`src/hdl/tdcp_pkg.sv`:
```
// Package for the time and date command parser.
// Holds frame layout constants, character codes, status codes and the
// record type passed from the front end to the back end. No dependencies.
`default_nettype none

package tdcp_pkg;

  localparam int FRAME_BUFFER_SIZE = 32;
  localparam int POS_W             = $clog2(FRAME_BUFFER_SIZE);
  localparam int LAST_POS          = FRAME_BUFFER_SIZE - 1;
  localparam int CLOSE_POS         = 18;

  localparam int NUM_FIELDS = 6;
  localparam int NUM_DIGITS = 2 * NUM_FIELDS;
  localparam int NUM_SEPS   = 5;
  localparam int VAL_W      = 7;

  localparam logic [7:0] CH_OPEN  = 8'h5B;
  localparam logic [7:0] CH_CLOSE = 8'h5D;
  localparam logic [7:0] CH_COLON = 8'h3A;
  localparam logic [7:0] CH_SLASH = 8'h2F;
  localparam logic [7:0] CH_SPACE = 8'h20;
  localparam logic [7:0] CH_ZERO  = 8'h30;
  localparam logic [7:0] CH_NINE  = 8'h39;

  localparam int DIGIT_POS [NUM_DIGITS] = '{1, 2, 4, 5, 7, 8, 10, 11, 13, 14, 16, 17};
  localparam int SEP_POS [NUM_SEPS] = '{3, 6, 9, 12, 15};
  localparam logic [7:0] SEP_CHAR [NUM_SEPS] = '{CH_COLON, CH_COLON, CH_SPACE,
                                                 CH_SLASH, CH_SLASH};

  localparam logic [VAL_W-1:0] HOUR_LIMIT   = 7'd24;
  localparam logic [VAL_W-1:0] MINUTE_LIMIT = 7'd60;
  localparam logic [VAL_W-1:0] SECOND_LIMIT = 7'd60;
  localparam logic [VAL_W-1:0] DAY_MAX      = 7'd31;
  localparam logic [VAL_W-1:0] MONTH_MAX    = 7'd12;

  typedef enum logic [1:0] {
    ST_OK     = 2'd0,
    ST_FORMAT = 2'd1,
    ST_RANGE  = 2'd2
  } status_e;

  typedef struct packed {
    logic                       fmt_ok;
    logic                       digits_ok;
    logic [NUM_DIGITS-1:0][3:0] nibbles;
  } frame_rec_t;

endpackage

`default_nettype wire

```
`src/hdl/tdcp_front.sv`:
```
// Front end of the time and date command parser: tracks the frame position
// and captures digit and separator bytes; emits one record per closed frame.
// Depends on tdcp_pkg.
`default_nettype none

module tdcp_front (
  input  wire logic              clk_i,
  input  wire logic              rst_ni,
  input  wire logic              fire_i,
  input  wire logic [7:0]        byte_i,
  output tdcp_pkg::frame_rec_t   rec_o,
  output logic                   push_o
);

  logic [tdcp_pkg::POS_W-1:0]    pos_q, pos_d, at;
  logic                          open_q, open_d;
  logic [tdcp_pkg::NUM_DIGITS-1:0][3:0] nib_q;
  logic [tdcp_pkg::NUM_DIGITS-1:0]      dig_q;
  logic [tdcp_pkg::NUM_SEPS-1:0]        sep_q;
  logic                          is_open, is_close, is_digit;

  assign is_open  = (byte_i == tdcp_pkg::CH_OPEN);
  assign is_close = (byte_i == tdcp_pkg::CH_CLOSE);
  assign is_digit = (byte_i >= tdcp_pkg::CH_ZERO) && (byte_i <= tdcp_pkg::CH_NINE);
  assign at       = is_open ? '0 : pos_q;

  always_comb begin
    pos_d  = pos_q;
    open_d = open_q;
    if (fire_i) begin
      if (at < tdcp_pkg::POS_W'(tdcp_pkg::LAST_POS)) begin
        pos_d = at + 1'b1;
      end else begin
        pos_d = at;
      end
      if (is_open) begin
        open_d = 1'b1;
      end else if (is_close) begin
        open_d = 1'b0;
      end
    end
  end

  assign push_o          = fire_i && is_close && open_q;
  assign rec_o.fmt_ok    = (at == tdcp_pkg::POS_W'(tdcp_pkg::CLOSE_POS)) && (&sep_q);
  assign rec_o.digits_ok = &dig_q;
  assign rec_o.nibbles   = nib_q;

  always_ff @(posedge clk_i or negedge rst_ni) begin
    if (!rst_ni) begin
      pos_q  <= '0;
      open_q <= 1'b0;
    end else begin
      pos_q  <= pos_d;
      open_q <= open_d;
    end
  end

  always_ff @(posedge clk_i) begin
    for (int k = 0; k < tdcp_pkg::NUM_DIGITS; k++) begin
      if (fire_i && (at == tdcp_pkg::POS_W'(tdcp_pkg::DIGIT_POS[k]))) begin
        nib_q[k] <= byte_i[3:0];
        dig_q[k] <= is_digit;
      end
    end
    for (int s = 0; s < tdcp_pkg::NUM_SEPS; s++) begin
      if (fire_i && (at == tdcp_pkg::POS_W'(tdcp_pkg::SEP_POS[s]))) begin
        sep_q[s] <= (byte_i == tdcp_pkg::SEP_CHAR[s]);
      end
    end
  end

endmodule

`default_nettype wire

```
`src/hdl/tdcp_queue.sv`:
```
// Two-entry queue of frame records between the front and back ends.
// Depends on tdcp_pkg.
`default_nettype none

module tdcp_queue (
  input  wire logic              clk_i,
  input  wire logic              rst_ni,
  input  wire logic              push_i,
  input  wire tdcp_pkg::frame_rec_t rec_i,
  input  wire logic              pop_i,
  output tdcp_pkg::frame_rec_t   head_o,
  output logic                   valid_o,
  output logic                   full_o
);

  tdcp_pkg::frame_rec_t mem_q [2];
  logic                 wr_ptr_q, rd_ptr_q;
  logic [1:0]           count_q;

  assign valid_o = (count_q != 2'd0);
  assign full_o  = (count_q == 2'd2);
  assign head_o  = mem_q[rd_ptr_q];

  always_ff @(posedge clk_i or negedge rst_ni) begin
    if (!rst_ni) begin
      wr_ptr_q <= 1'b0;
      rd_ptr_q <= 1'b0;
      count_q  <= 2'd0;
    end else begin
      if (push_i) begin
        wr_ptr_q <= ~wr_ptr_q;
      end
      if (pop_i) begin
        rd_ptr_q <= ~rd_ptr_q;
      end
      if (push_i && !pop_i) begin
        count_q <= count_q + 2'd1;
      end else if (pop_i && !push_i) begin
        count_q <= count_q - 2'd1;
      end
    end
  end

  always_ff @(posedge clk_i) begin
    if (push_i) begin
      mem_q[wr_ptr_q] <= rec_i;
    end
  end

endmodule

`default_nettype wire

```
`src/hdl/tdcp_back.sv`:
```
// Back end of the time and date command parser: decodes a frame record,
// checks ranges, tracks first synchronization and holds the result word.
// Depends on tdcp_pkg.
`default_nettype none

module tdcp_back (
  input  wire logic                           clk_i,
  input  wire logic                           rst_ni,
  input  wire logic                           head_valid_i,
  input  wire tdcp_pkg::frame_rec_t           head_i,
  output logic                                pop_o,
  input  wire logic                           res_ready_i,
  output logic                                res_valid_o,
  output logic [1:0]                          status_o,
  output logic [tdcp_pkg::NUM_FIELDS-1:0][tdcp_pkg::VAL_W-1:0] values_o,
  output logic                                first_sync_o
);

  logic [tdcp_pkg::NUM_FIELDS-1:0][tdcp_pkg::VAL_W-1:0] val;
  logic                 range_ok;
  tdcp_pkg::status_e    status_d;
  logic                 valid_q, synced_q;
  logic [1:0]           status_q;
  logic [tdcp_pkg::NUM_FIELDS-1:0][tdcp_pkg::VAL_W-1:0] values_q;
  logic                 first_q;

  always_comb begin
    for (int f = 0; f < tdcp_pkg::NUM_FIELDS; f++) begin
      val[f] = tdcp_pkg::VAL_W'({4'b0, head_i.nibbles[2*f], 3'b0}
                               + {5'b0, head_i.nibbles[2*f], 1'b0}
                               + {4'b0, head_i.nibbles[2*f+1]});
    end
  end

  assign range_ok = head_i.digits_ok
                 && (val[0] < tdcp_pkg::HOUR_LIMIT)
                 && (val[1] < tdcp_pkg::MINUTE_LIMIT)
                 && (val[2] < tdcp_pkg::SECOND_LIMIT)
                 && (val[3] != '0) && (val[3] <= tdcp_pkg::DAY_MAX)
                 && (val[4] != '0) && (val[4] <= tdcp_pkg::MONTH_MAX);

  always_comb begin
    if (!head_i.fmt_ok) begin
      status_d = tdcp_pkg::ST_FORMAT;
    end else if (!range_ok) begin
      status_d = tdcp_pkg::ST_RANGE;
    end else begin
      status_d = tdcp_pkg::ST_OK;
    end
  end

  assign pop_o = head_valid_i && (!valid_q || res_ready_i);

  always_ff @(posedge clk_i or negedge rst_ni) begin
    if (!rst_ni) begin
      valid_q  <= 1'b0;
      synced_q <= 1'b0;
    end else begin
      if (pop_o) begin
        valid_q <= 1'b1;
        if (status_d == tdcp_pkg::ST_OK) begin
          synced_q <= 1'b1;
        end
      end else if (res_ready_i) begin
        valid_q <= 1'b0;
      end
    end
  end

  always_ff @(posedge clk_i) begin
    if (pop_o) begin
      status_q <= status_d;
      values_q <= (status_d == tdcp_pkg::ST_OK) ? val : '0;
      first_q  <= (status_d == tdcp_pkg::ST_OK) && !synced_q;
    end
  end

  assign res_valid_o  = valid_q;
  assign status_o     = status_q;
  assign values_o     = values_q;
  assign first_sync_o = first_q;

  a_values_zero_on_error: assert property (@(posedge clk_i) disable iff (!rst_ni)
    res_valid_o && (status_o != tdcp_pkg::ST_OK) |-> (values_o == '0))
    else $error("decoded values not cleared on a failed frame");

  a_first_needs_ok: assert property (@(posedge clk_i) disable iff (!rst_ni)
    res_valid_o && first_sync_o |-> (status_o == tdcp_pkg::ST_OK))
    else $error("first sync flagged on a failed frame");

  a_first_only_once: assert property (@(posedge clk_i) disable iff (!rst_ni)
    pop_o && synced_q |=> !first_sync_o)
    else $error("first sync flagged after synchronization");

  a_synced_sticky: assert property (@(posedge clk_i) disable iff (!rst_ni)
    synced_q |=> synced_q)
    else $error("synchronization flag dropped");

endmodule

`default_nettype wire

```
`src/hdl/time_date_command_parser.sv`:
```
// Time and date command parser, top level: front end, record queue, back end.
// Depends on tdcp_pkg, tdcp_front, tdcp_queue and tdcp_back.
//
// Takes one received byte per cycle while rx_ready_o is high, frames commands
// [HH:MM:SS DD/MM/YY]; a ']' closing an open frame yields one result word
// via the record queue and result register; other bytes yield none. The front
// end captures each accepted byte; a two-entry record queue decouples it from
// the result register, so rx_ready_o drops only when both entries are unread.
`default_nettype none

module time_date_command_parser (
  input  wire logic       clk_i,
  input  wire logic       rst_ni,
  input  wire logic       rx_valid_i,
  output logic            rx_ready_o,
  input  wire logic [7:0] rx_byte_i,
  output logic            res_valid_o,
  input  wire logic       res_ready_i,
  output logic [1:0]      status_o,
  output logic [6:0]      hour_value_o,
  output logic [6:0]      minute_value_o,
  output logic [6:0]      second_value_o,
  output logic [6:0]      day_value_o,
  output logic [6:0]      month_value_o,
  output logic [6:0]      year_value_o,
  output logic            first_sync_o
);

  tdcp_pkg::frame_rec_t rec, head;
  logic                 push, pop, head_valid, full, fire;
  logic [tdcp_pkg::NUM_FIELDS-1:0][tdcp_pkg::VAL_W-1:0] values;

  assign rx_ready_o = !full;
  assign fire       = rx_valid_i && rx_ready_o;

  tdcp_front u_front (
    .clk_i  (clk_i),
    .rst_ni (rst_ni),
    .fire_i (fire),
    .byte_i (rx_byte_i),
    .rec_o  (rec),
    .push_o (push)
  );

  tdcp_queue u_queue (
    .clk_i   (clk_i),
    .rst_ni  (rst_ni),
    .push_i  (push),
    .rec_i   (rec),
    .pop_i   (pop),
    .head_o  (head),
    .valid_o (head_valid),
    .full_o  (full)
  );

  tdcp_back u_back (
    .clk_i        (clk_i),
    .rst_ni       (rst_ni),
    .head_valid_i (head_valid),
    .head_i       (head),
    .pop_o        (pop),
    .res_ready_i  (res_ready_i),
    .res_valid_o  (res_valid_o),
    .status_o     (status_o),
    .values_o     (values),
    .first_sync_o (first_sync_o)
  );

  assign hour_value_o   = values[0];
  assign minute_value_o = values[1];
  assign second_value_o = values[2];
  assign day_value_o    = values[3];
  assign month_value_o  = values[4];
  assign year_value_o   = values[5];

endmodule

`default_nettype wire

```
`config.mk`:
```
export PLATFORM = sky130hd
export DESIGN_NAME = time_date_command_parser
export DESIGN_NICKNAME = d
export VERILOG_FILES = /design/src/hdl/tdcp_pkg.sv /design/src/hdl/tdcp_front.sv /design/src/hdl/tdcp_queue.sv /design/src/hdl/tdcp_back.sv /design/src/hdl/time_date_command_parser.sv
export SDC_FILE = /design/constraint.sdc
export NUM_CORES = 1
export LEC_CHECK = 0
export ABC_AREA = 1
export BUFFER_PORTS_ARGS = -buffer_cell sky130_fd_sc_hd__buf_4
export CAP_MARGIN = 15
export CORE_ASPECT_RATIO = 0.5
export CORE_MARGIN = 3
export CORE_UTILIZATION = 50
export CTS_CLUSTER_DIAMETER = 200
export DETAILED_ROUTE_END_ITERATION = 12
export PLACE_DENSITY = 0.74
export RECOVER_POWER = 100
export SYNTH_ARGS = -nofsm -noshare
export SYNTH_HDL_FRONTEND = slang
export SYNTH_SLANG_ARGS = --single-unit
```
`constraint.sdc`:
```
create_clock -name clk_i -period 6.8 [get_ports clk_i]
set_input_delay 0.34 -clock clk_i [delete_from_list [all_inputs] [get_ports clk_i]]
set_output_delay 0.34 -clock clk_i [all_outputs]
set_load 0.02 [all_outputs]
```
==> results by group, run 1 <==
Status
  – Status: complete, but fails checks
  – Failing checks: capacitance limit, slew limit

Global routing
  – Largest net degree at the start of global routing: 51
  – Tot GR Track Use: 0.165
  – Initial antenna violation count: 0
  – First-pass GRT wire length: 27800 µm
  – GR Overflow Total: 0
  – Number of global-route vias before repair: 5500

Yosys
  – Number of synthesized flops with an enable pin: 210
  – Most used DFF post-synth: edfxtp_1
  – Synth area leader: edfxtp_1
  – Avg Synthesized Cell Area: 12.7 µm²
  – #FFs+latches synth: 222
  – Post-synthesis sequential area ratio: 0.682
  – Most instantiated cells after synthesis: edfxtp_1 (210), nand2_1 (155), inv_1 (101)
  – Yosys top cell area share: 0.651
  – YS warnings: 0
  – Synth Instances: 762
  – Synth unique cells: 29
  – Top-count cell post-synth: edfxtp_1
  – Synth area leaders: edfxtp_1 (65%), ha_1 (6.2%), nand2_1 (6.0%)
  – Post-Syn Area: 9690 µm²
  – Synth async-reset ratio: 0.0541

Setup path
  – CP startpoint: u_queue.rd_ptr_q
  – Critical-path top delay cell: dfrtp_1
  – Top cell by count, worst path: nand3_1
  – Worst Setup End Kind: flop
  – Critical Path Start Type: flop
  – WP data required: 7.15 ns
  – CP Cell Sequence: inv_4 > or2_2 > o21ai_0 > inv_1 > ha_1 > ha_1 > fa_1 > inv_1 > nand2_1 > nand3_1 > nand3_1 > nor2_2 > nand4_1 > nor2_1 > nand3_1 > buf_16 > nor2_1
  – Reg2reg start: u_queue.rd_ptr_q
  – CP Data Arrival Time: 5.25 ns
  – CP Max Fanout: 38
  – Worst setup path class: flop to flop
  – Biggest cell delay along the critical path: 0.93 ns

Floorplanning
  – Die Height: 104 µm
  – Starting Density: 0.518
  – Die ar.: 21200 µm²
  – I/O pins: 59
  – Die Width: 203 µm
  – Core Rows: 35
  – Core area: 18700 µm²

CTS
  – Clock sinks: 222
  – Root Driver: clkbuf_16
  – Clk slew on worst S/H paths: 0.07 ns
  – CTS Buf Count: 20
  – Post-CTS resize count: 0
  – Clock latency on the worst-skew pair: 0.50 ns
  – H-Tree Depth: 1
  – TritonCTS clock tree: built
  – Setup bufs post-CTS: 0
  – CTS Buffer Depth: 3

Hold path
  – Hold Startpoint: res_ready_i
  – Worst hold path class: input pin to flop

Drt
  – Drt wl/cell: 15.6 µm
  – Routed vias/inst: 4.94
  – DRC Markers: 0
  – Routed vias: 5506
  – Post-Route WL: 17400 µm
  – Initial DRC count: 419
  – Detailed Routing Iterations Pass 1: 6
  – ANT nets after route: 0

Placed design
  – GPL Wtd Cong: 0.834
  – PortBufs: 58
  – Final HPWL DP: 11700 µm
  – Pre-CTS setup slack: 2.29 ns

Power
  – PD cells: 426 nW/µm²
  – Leak Pwr: 4.38 nW
  – Worst vdd ir: 162 µV

Timing
  – Part of the cycle the worst path needs: 0.721
  – Max transition margin: -0.921
  – Fin crit period: 4.90 ns
  – Layout Skew: 0.0210 ns
  – Worst Tran Pin Value: 2.88 ns
  – RSZ-0062 raised after global routing: false
  – Pins over their slew limit: 151
  – Final worst-path setup slack: 1.90 ns
  – Setup_tns: 0 ns
  – Hold Vio Cnt, Final: 0
  – Endpoints failing setup: 0
  – Achievable Freq: 0.204 GHz

Final layout
  – ANT cells: 0
  – Area grow syn2layout: 11.9%
  – Fill count: 1552
  – Finished Core Util: 0.580
  – Layout cell share with drive strength beyond 1: 0.0841
  – Nets: 914

Job
  – Max-cap violations: 3
==> flip-flops by register name, summed over array words and instances (netlist names) <==
| name | flops |
|---|---|
| u_front.pos_q | 5 |
| u_back.status_o | 2 |
| u_back.first_sync_o | 1 |
| u_front.rec_o | 48 |
| u_front.sep_q | 5 |
| u_back.synced_q | 1 |
| u_queue.mem_q | 100 |
| u_front.dig_q | 12 |
| u_queue.wr_ptr_q | 1 |
| u_queue.rd_ptr_q | 1 |
| u_back.values_o | 42 |
| u_front.open_q | 1 |
| u_queue.count_q | 2 |
| u_back.res_valid_o | 1 |
==> per-stage QoR <==
stage | total power, mW | instances | hold slack [ns] | cell area [µm²]
finish | 4.61 | 1115 | 0.0285 | 10800
floorplan | 3.17 | 770 | 0.0444 | 9720
CTS | 4.76 | 1114 | 0.00665 | 11100
global route | 4.96 | 1115 | 0.0233 | 10800
detailed placement | 3.69 | 1077 | 0.224 | 10400
global placement | 3.62 | 1077 | 0.222 | 10400
==> metal layers <==
| layer | wire [µm] | GRT usage | part of all wire |
|---|---|---|---|
| met4 | 257 | 0.0400 | 0.015 |
| met2 | 7940 | 0.273 | 0.46 |
| met3 | 1040 | 0.0347 | 0.060 |
| met1 | 8150 | 0.227 | 0.47 |
| met5 | 0 | 0 | 0 |
==> final timing paths <==
check / end / slack, ns / cells past startpoint
min in group asynchronous: u_front.pos_q[0] / 0.53 / 2
worst min-delay path: u_back.res_valid_o / 0.03 / 2
max in group asynchronous: u_queue.rd_ptr_q / 5.67 / 2
worst min register to register: u_queue.mem_q[0][30] / 0.44 / 0
worst max register to register: u_back.values_o[37] / 1.90 / 17
worst max-delay path: u_back.values_o[37] / 1.90 / 17
==> cell families after synthesis <==
| logic type | share of synthesized area |
|---|---|
| AO/OA/AOI/OAI | 0.0167 |
| flip-flops | 0.682 |
| AND/OR/NAND/NOR | 0.142 |
| buffers and inverters | 0.0496 |
| XOR/XNOR | 0.0118 |
| other | 0.000387 |
| adder cells (fa/ha/maj) | 0.0868 |
| multiplexers | 0.0103 |
==> critical path, delay by kind of cell (launching register included) <==
family / cells / cell delay [ns]
AND/OR/NAND/NOR: 9 / 1.78
adder cells (fa/ha/maj): 3 / 0.90
flip-flops: 1 / 0.93
AO/OA/AOI/OAI: 1 / 0.15
buffers and inverters: 4 / 0.99
==> repair_timing <==
item | 4_1_cts | 5_1_grt
endpoints found under the setup margin | 0 | 0
hold buffers | 1 | 0
hold endpoints to repair | 12 | 0
==> power breakdown <==
group          internal [mW]  switching [mW]  total, mW
Combinational          0.592            1.19       1.79
Clock                  0.595           0.464       1.06
Sequential              1.69          0.0736       1.77
Total                   2.88            1.73       4.61
==> cells in the final DEF, fill, tap and decap left out, drive strengths merged <==
master / instances
nor3: 8
fa: 12
nand3b: 2
nand2: 160
mux2i: 10
clkinv: 8
dfrtp: 12
edfxtp: 210
clkbuf: 82
xor2: 7
buf: 8
bufinv: 1
and2: 1
ha: 48
nand4: 9
inv: 102
nor4: 2
conb: 9
nand3: 38
nor2: 76
or2: 12
dlygate4sd3: 1
o21ai: 16
a31oi: 1
xnor2: 6
a21oi: 15
==> final cells by class <==
type                    instances  area, µm²  area share
clock buffers                  27        537      0.0495
well taps                     259        324      0.0299
inverters                     102        385      0.0356
multi-input cells             432       2610       0.241
clock inverters                 9       77.6     0.00716
repair buffers                 64        297      0.0274
flip-flops and latches        222       6610       0.610
(Power assumes the default switching activity.)
==> run 2, diff against run 1 <==
- PLACE_DENSITY: 0.74 -> 0.76
- clock period: 6.8 -> 4.21 ns (I/O delays scaled with it)
==> run 2 against run 1 <==
Net effect: the run now ends clean; cell area grew 1.2%; die area is the same; first-iteration DRC count grew 4.3%; flip-flop and latch count is the same; clock skew shrank 0.0034 ns; combinational power grew 64%; core utilization grew 0.70 points; clock power grew 89%; worst setup slack lost 1.4 ns; non-clock buffer count grew 4; critical path depth shrank 4; routed wire length grew 3.7%.
==> results by group, run 2 (synthesized netlist as in run 1, its figures left out) <==
CTS
  – Post-CTS resize count: 0
  – Clock sinks: 222
  – Clk slew on worst S/H paths: 0.07 ns
  – Setup bufs post-CTS: 0
  – Hold_buf cts: 2
  – CTS Buf Count: 20
  – CTS Buffer Depth: 3
  – Root Driver: clkbuf_16
  – Clock latency on the worst-skew pair: 0.50 ns
  – TritonCTS clock tree: built
  – H-Tree Depth: 1

Drt
  – Initial DRC count: 437
  – ANT nets after route: 0
  – DRC Markers: 0
  – Routed vias: 5595
  – Routed vias/inst: 5.00
  – Drt wl/cell: 16.1 µm
  – Detailed Routing Iterations Pass 1: 5
  – Post-Route WL: 18000 µm

Setup path
  – WP data required: 4.55 ns
  – CP Max Fanout: 36
  – Cells on worst reg2reg path: 13
  – FF-to-FF setup slack: 0.48 ns
  – CP Cell Sequence: buf_4 > mux2i_1 > fa_1 > inv_1 > fa_1 > nand3_1 > nand3_1 > nor2_2 > nand4_1 > nor2_1 > nand3_2 > clkbuf_2 > nor2_1
  – Number of buffers and inverters on the critical path: 3
  – R2r endpoint: u_back.values_o[12]
  – Worst Setup End Kind: flop
  – Reg2reg start: u_queue.rd_ptr_q
  – Worst setup path class: flop to flop
  – CP Data Arrival Time: 4.07 ns
  – Cell family with most CP delay: simple AND/OR/NAND/NOR gates
  – Biggest cell delay along the critical path: 0.49 ns
  – Critical-path top delay cell: fa_1
  – Critical Path Start Type: flop

Hold path
  – Hold Startpoint: rx_valid_i
  – WHS Endpoint: u_front.pos_q[4]
  – Worst hold path class: input pin to flop
  – Worst hold stages: 4

Final layout
  – Area grow syn2layout: 13.2%
  – Nets: 918
  – ANT cells: 0
  – Layout cell share with drive strength beyond 1: 0.0907
  – Max FFs per register: 100
  – Most frequent cells in the layout: edfxtp_1 (210), nand2_1 (155), inv_1 (101)
  – Final std cells w/o fill: 1119
  – Commonest non-fill, non-tap cell in the layout: edfxtp_1
  – Biggest register: u_queue.mem_q

Status
  – Status: finished clean

Timing
  – Hold Vio Cnt, Final: 0
  – Max transition margin: 0.109
  – Worst Tran Pin Value: 1.34 ns
  – Part of the cycle the worst path needs: 0.885
  – RSZ-0062 raised after global routing: false
  – Layout Skew: 0.0177 ns
  – Fin Hold WS: 0.132 ns
  – Setup_tns: 0 ns
  – Endpoints failing setup: 0
  – Fin crit period: 3.73 ns
  – Achievable Freq: 0.268 GHz
  – Pins over their slew limit: 0

Floorplanning
  – I/O pins: 59
  – Die Height: 104 µm
  – Core area: 18700 µm²
  – Die Width: 203 µm
  – Die ar.: 21200 µm²
  – Starting Density: 0.518
  – Core Rows: 35

Global routing
  – Initial antenna violation count: 0
  – GR Overflow Total: 0
  – Tot GR Track Use: 0.173
  – Largest net degree at the start of global routing: 51
  – Number of global-route vias before repair: 5506
  – First-pass GRT wire length: 28800 µm

Power
  – Leak Pwr: 4.45 nW
  – Worst vdd ir: 263 µV
  – PD cells: 707 nW/µm²
  – Total power: 7.75 mW

Placed design
  – GPL Wtd Cong: 0.834
  – Placed cells: 1081
  – Final HPWL DP: 12300 µm
  – PortBufs: 58

Job
  – Max-cap violations: 0
-- run 2: cell count changes in the layout (fill, tap and decap cells not counted), sizes merged --
cell         delta
clkbuf          -6
clkinv          +1
dlygate4sd3     +1
buf             +3
bufinv          +5
-- run 2: worst max-delay path by stage --
| stage | cells after the start | startpoint | endpoint | slack, ns |
|---|---|---|---|---|
| 3_5_place_dp | 13 | u_queue.rd_ptr_q | u_back.values_o[39] | 0.55 |
| 3_3_place_gp | 13 | u_queue.rd_ptr_q | u_back.values_o[40] | 0.65 |
| 6_report | 13 | u_queue.rd_ptr_q | u_back.values_o[12] | 0.48 |
| 5_1_grt | 14 | u_queue.rd_ptr_q | u_back.values_o[12] | 0.22 |
| 2_1_floorplan | 8 | u_back.res_valid_o | u_queue.count_q[1] | 0.23 |
| 4_1_cts | 13 | u_queue.rd_ptr_q | u_back.values_o[28] | 0.52 |
-- run 2: cell type report --
type / count / area [µm²]
clock buffer: 21 / 504
clock inverter: 15 / 229
fill: 1451 / 7730
inverter: 102 / 385
multi-input combinational: 432 / 2610
sequential: 222 / 6610
tap: 259 / 324
timing repair buffer: 68 / 313
-- run 2: where the power goes --
group	total [mW]	internal, mW	switching [mW]
logic	2.94	0.974	1.97
clock network	2.00	1.24	0.761
registers	2.81	2.72	0.0897
-- run 2: metal layers --
metal  share of wire  track usage  vias up  wire (µm)
li1                -            -     2724          -
met1            0.47        0.252     2682       8430
met2            0.46        0.274      157       8250
met3           0.057       0.0303       32       1020
met4           0.019       0.0415        0        346
met5               0            0        -          0
-- run 2: tightest hold or removal path, stage by stage --
cell,delay (ns)
buf_4,0.08
nand2_1,0.16
nand2_1,0.10
nand2_1,0.05
-- run 2: per-stage QoR --
stage          cell area (µm²)   util  setup slack (ns)
6_report                 11000  0.587             0.485
5_1_grt                  11000  0.587             0.224
4_1_cts                  11200  0.600             0.517
3_5_place_dp             10500  0.560             0.555
3_3_place_gp             10500  0.560             0.650
2_1_floorplan             9720      -             0.231
==> run 3, diff against run 2 <==
- BUFFER_PORTS_ARGS: -buffer_cell sky130_fd_sc_hd__buf_4 -> unset
- CORE_ASPECT_RATIO: 0.5 -> 0.8
- DONT_BUFFER_PORTS: unset -> 1
- PLACE_DENSITY: 0.76 -> 0.74
==> run 3 against run 2 <==
Net effect: core utilization down 0.40 points; clock power about the same; die area down 0.43%; via count down 5.6%; critical endpoint is now u_back.values_o[29]; largest cell class unchanged; largest power group is now sequential cells; highest routed layer unchanged.
==> results by group, run 3 (synthesized netlist as in run 1, its figures left out) <==
Status
  – Status: finished clean

Setup path
  – Number of buffers and inverters on the critical path: 5
  – CP Cell Sequence: inv_4 > or2_2 > o21ai_0 > fa_1 > inv_1 > fa_1 > nand2_1 > inv_1 > nand2_1 > nand2_1 > inv_1 > nand4_1 > nor2_1 > nand3_2 > buf_4 > nor2_1
  – Worst setup path class: flop to flop
  – CP Data Arrival Time: 3.86 ns
  – Biggest cell delay along the critical path: 0.62 ns
  – CP Max Fanout: 34
  – Critical-path top delay cell: fa_1
  – Cells on worst reg2reg path: 16
  – WP data required: 4.44 ns
  – Cell family with most CP delay: adder cells
  – CP Depth: 16
  – Worst Setup End Kind: flop
  – Critical Path Start Type: flop

Timing
  – RSZ-0062 raised after global routing: false
  – Hold Vio Cnt, Final: 0
  – Endpoints failing setup: 0
  – Layout Skew: 0.0114 ns
  – Max transition margin: 0.0676
  – Setup_tns: 0 ns
  – Part of the cycle the worst path needs: 0.862
  – Pins over their slew limit: 0
  – Fin crit period: 3.63 ns
  – Achievable Freq: 0.276 GHz
  – Worst Tran Pin Value: 1.40 ns

Power
  – Internal power: 4.85 mW
  – Sw power: 2.74 mW
  – Leak Pwr: 4.40 nW
  – Reg power frac: 0.403
  – PD cells: 702 nW/µm²
  – Clk pwr share: 0.261
  – Sw Ratio: 0.361
  – Comb pwr share: 0.336
  – Worst vdd ir: 508 µV

Drt
  – Routed vias: 5283
  – Routed vias/inst: 4.97
  – Initial DRC count: 444
  – Detailed Routing Iterations Pass 1: 5
  – Drt wl/cell: 15.8 µm
  – Post-Route WL: 16800 µm
  – ANT nets after route: 0
  – DRC Markers: 0

Final layout
  – Max FFs per register: 100
  – Finished Core Util: 0.583
  – Most frequent cells in the layout: edfxtp_1 (210), nand2_1 (155), inv_1 (101)
  – Layout cell share with drive strength beyond 1: 0.0925
  – Biggest register: u_queue.mem_q
  – Area grow syn2layout: 11.6%
  – Commonest non-fill, non-tap cell in the layout: edfxtp_1
  – ANT cells: 0
  – Nets: 867

Global routing
  – GR Overflow Total: 0
  – GR Util met3: 0.0328
  – Initial antenna violation count: 0
  – GR peak layer: met2
  – Largest net degree at the start of global routing: 54
  – GR met2 Demand/Resource: 0.265
  – First-pass GRT wire length: 27100 µm
  – Met1 Usage GRT: 0.234
  – Tot GR Track Use: 0.164
  – Number of global-route vias before repair: 5137

Floorplanning
  – Die ar.: 21100 µm²
  – I/O pins: 59
  – Core Rows: 44
  – Die Width: 162 µm
  – Core area: 18600 µm²
  – Die Height: 130 µm
  – Starting Density: 0.522

CTS
  – Clk slew on worst S/H paths: 0.06 ns
  – H-Tree Depth: 1
  – Setup bufs post-CTS: 0
  – CTS Buffer Depth: 3
  – CTS Buf Count: 22
  – Clock latency on the worst-skew pair: 0.50 ns
  – TritonCTS clock tree: built
  – Root Driver: clkbuf_16
  – Clock sinks: 222

Job
  – Max-cap violations: 0

Hold path
  – Worst hold path class: input pin to flop
  – Worst hold stages: 2

Placed design
  – PortBufs: 0
  – GPL Wtd Cong: 0.816
  – Final HPWL DP: 10700 µm
==> run 3: cell count changes in the layout (fill, tap and decap cells not counted), sizes merged <==
cell / change
clkbuf: -44
clkinv: -1
buf: -7
dlygate4sd3: +7
bufinv: -4
==> run 3: timing repair <==
action                                 in CTS  in global routing
hold buffers                                9                  0
resized for setup                           0                  0
endpoints found under the hold margin      67                  0
==> run 3: metal layers <==
layer / vias up / wire [µm]
li1: 2635 / -
met4: 0 / 318
met5: - / 0
met1: 2496 / 7790
met3: 22 / 895
met2: 130 / 7780
==> run 3: through the flow <==
step	cells	setup slack, ns	instance area [µm²]	hold WS (ns)	total power, mW
floorplan	770	0.231	9720	-0.0851	5.11
CTS	1064	0.454	10900	0.00687	7.71
finish	1064	0.583	10800	0.0248	7.59
detailed placement	1015	0.471	10000	-0.0846	5.70
global placement	1015	0.586	10000	-0.0847	5.62
global route	1064	0.266	10800	0.0223	8.18
==> run 3: power by group through the flow <==
stage                     clock network [mW]  logic [mW]  registers (mW)
final                                   1.98        2.55            3.06
after global routing                    2.13        2.97            3.08
after CTS                               2.03        2.62            3.06
after detailed placement                   0        2.58            3.11
after global placement                     0        2.51            3.11
after floorplan                            0        2.03            3.08
==> run 3: final cells by class <==
class                      count  area [µm²]
clock buffer                  30         652
clock inverter                10         100
fill                        1421        7740
inverter                     102         385
multi-input combinational    432        2610
sequential                   222        6610
tap                          253         317
timing repair buffer          15         143
==> run 3: worst paths after layout <==
check | startpoint | slack (ns) | end
worst max-delay path | u_queue.rd_ptr_q | 0.58 | u_back.values_o[29]
worst max register to register | u_queue.rd_ptr_q | 0.58 | u_back.values_o[29]
min in group asynchronous | rst_ni | 0.22 | u_queue.count_q[1]
worst min-delay path | rx_byte_i[2] | 0.02 | u_front.sep_q[3]
worst min register to register | u_front.rec_o[46] | 0.44 | u_queue.mem_q[1][46]
max in group asynchronous | rst_ni | 3.51 | u_back.synced_q
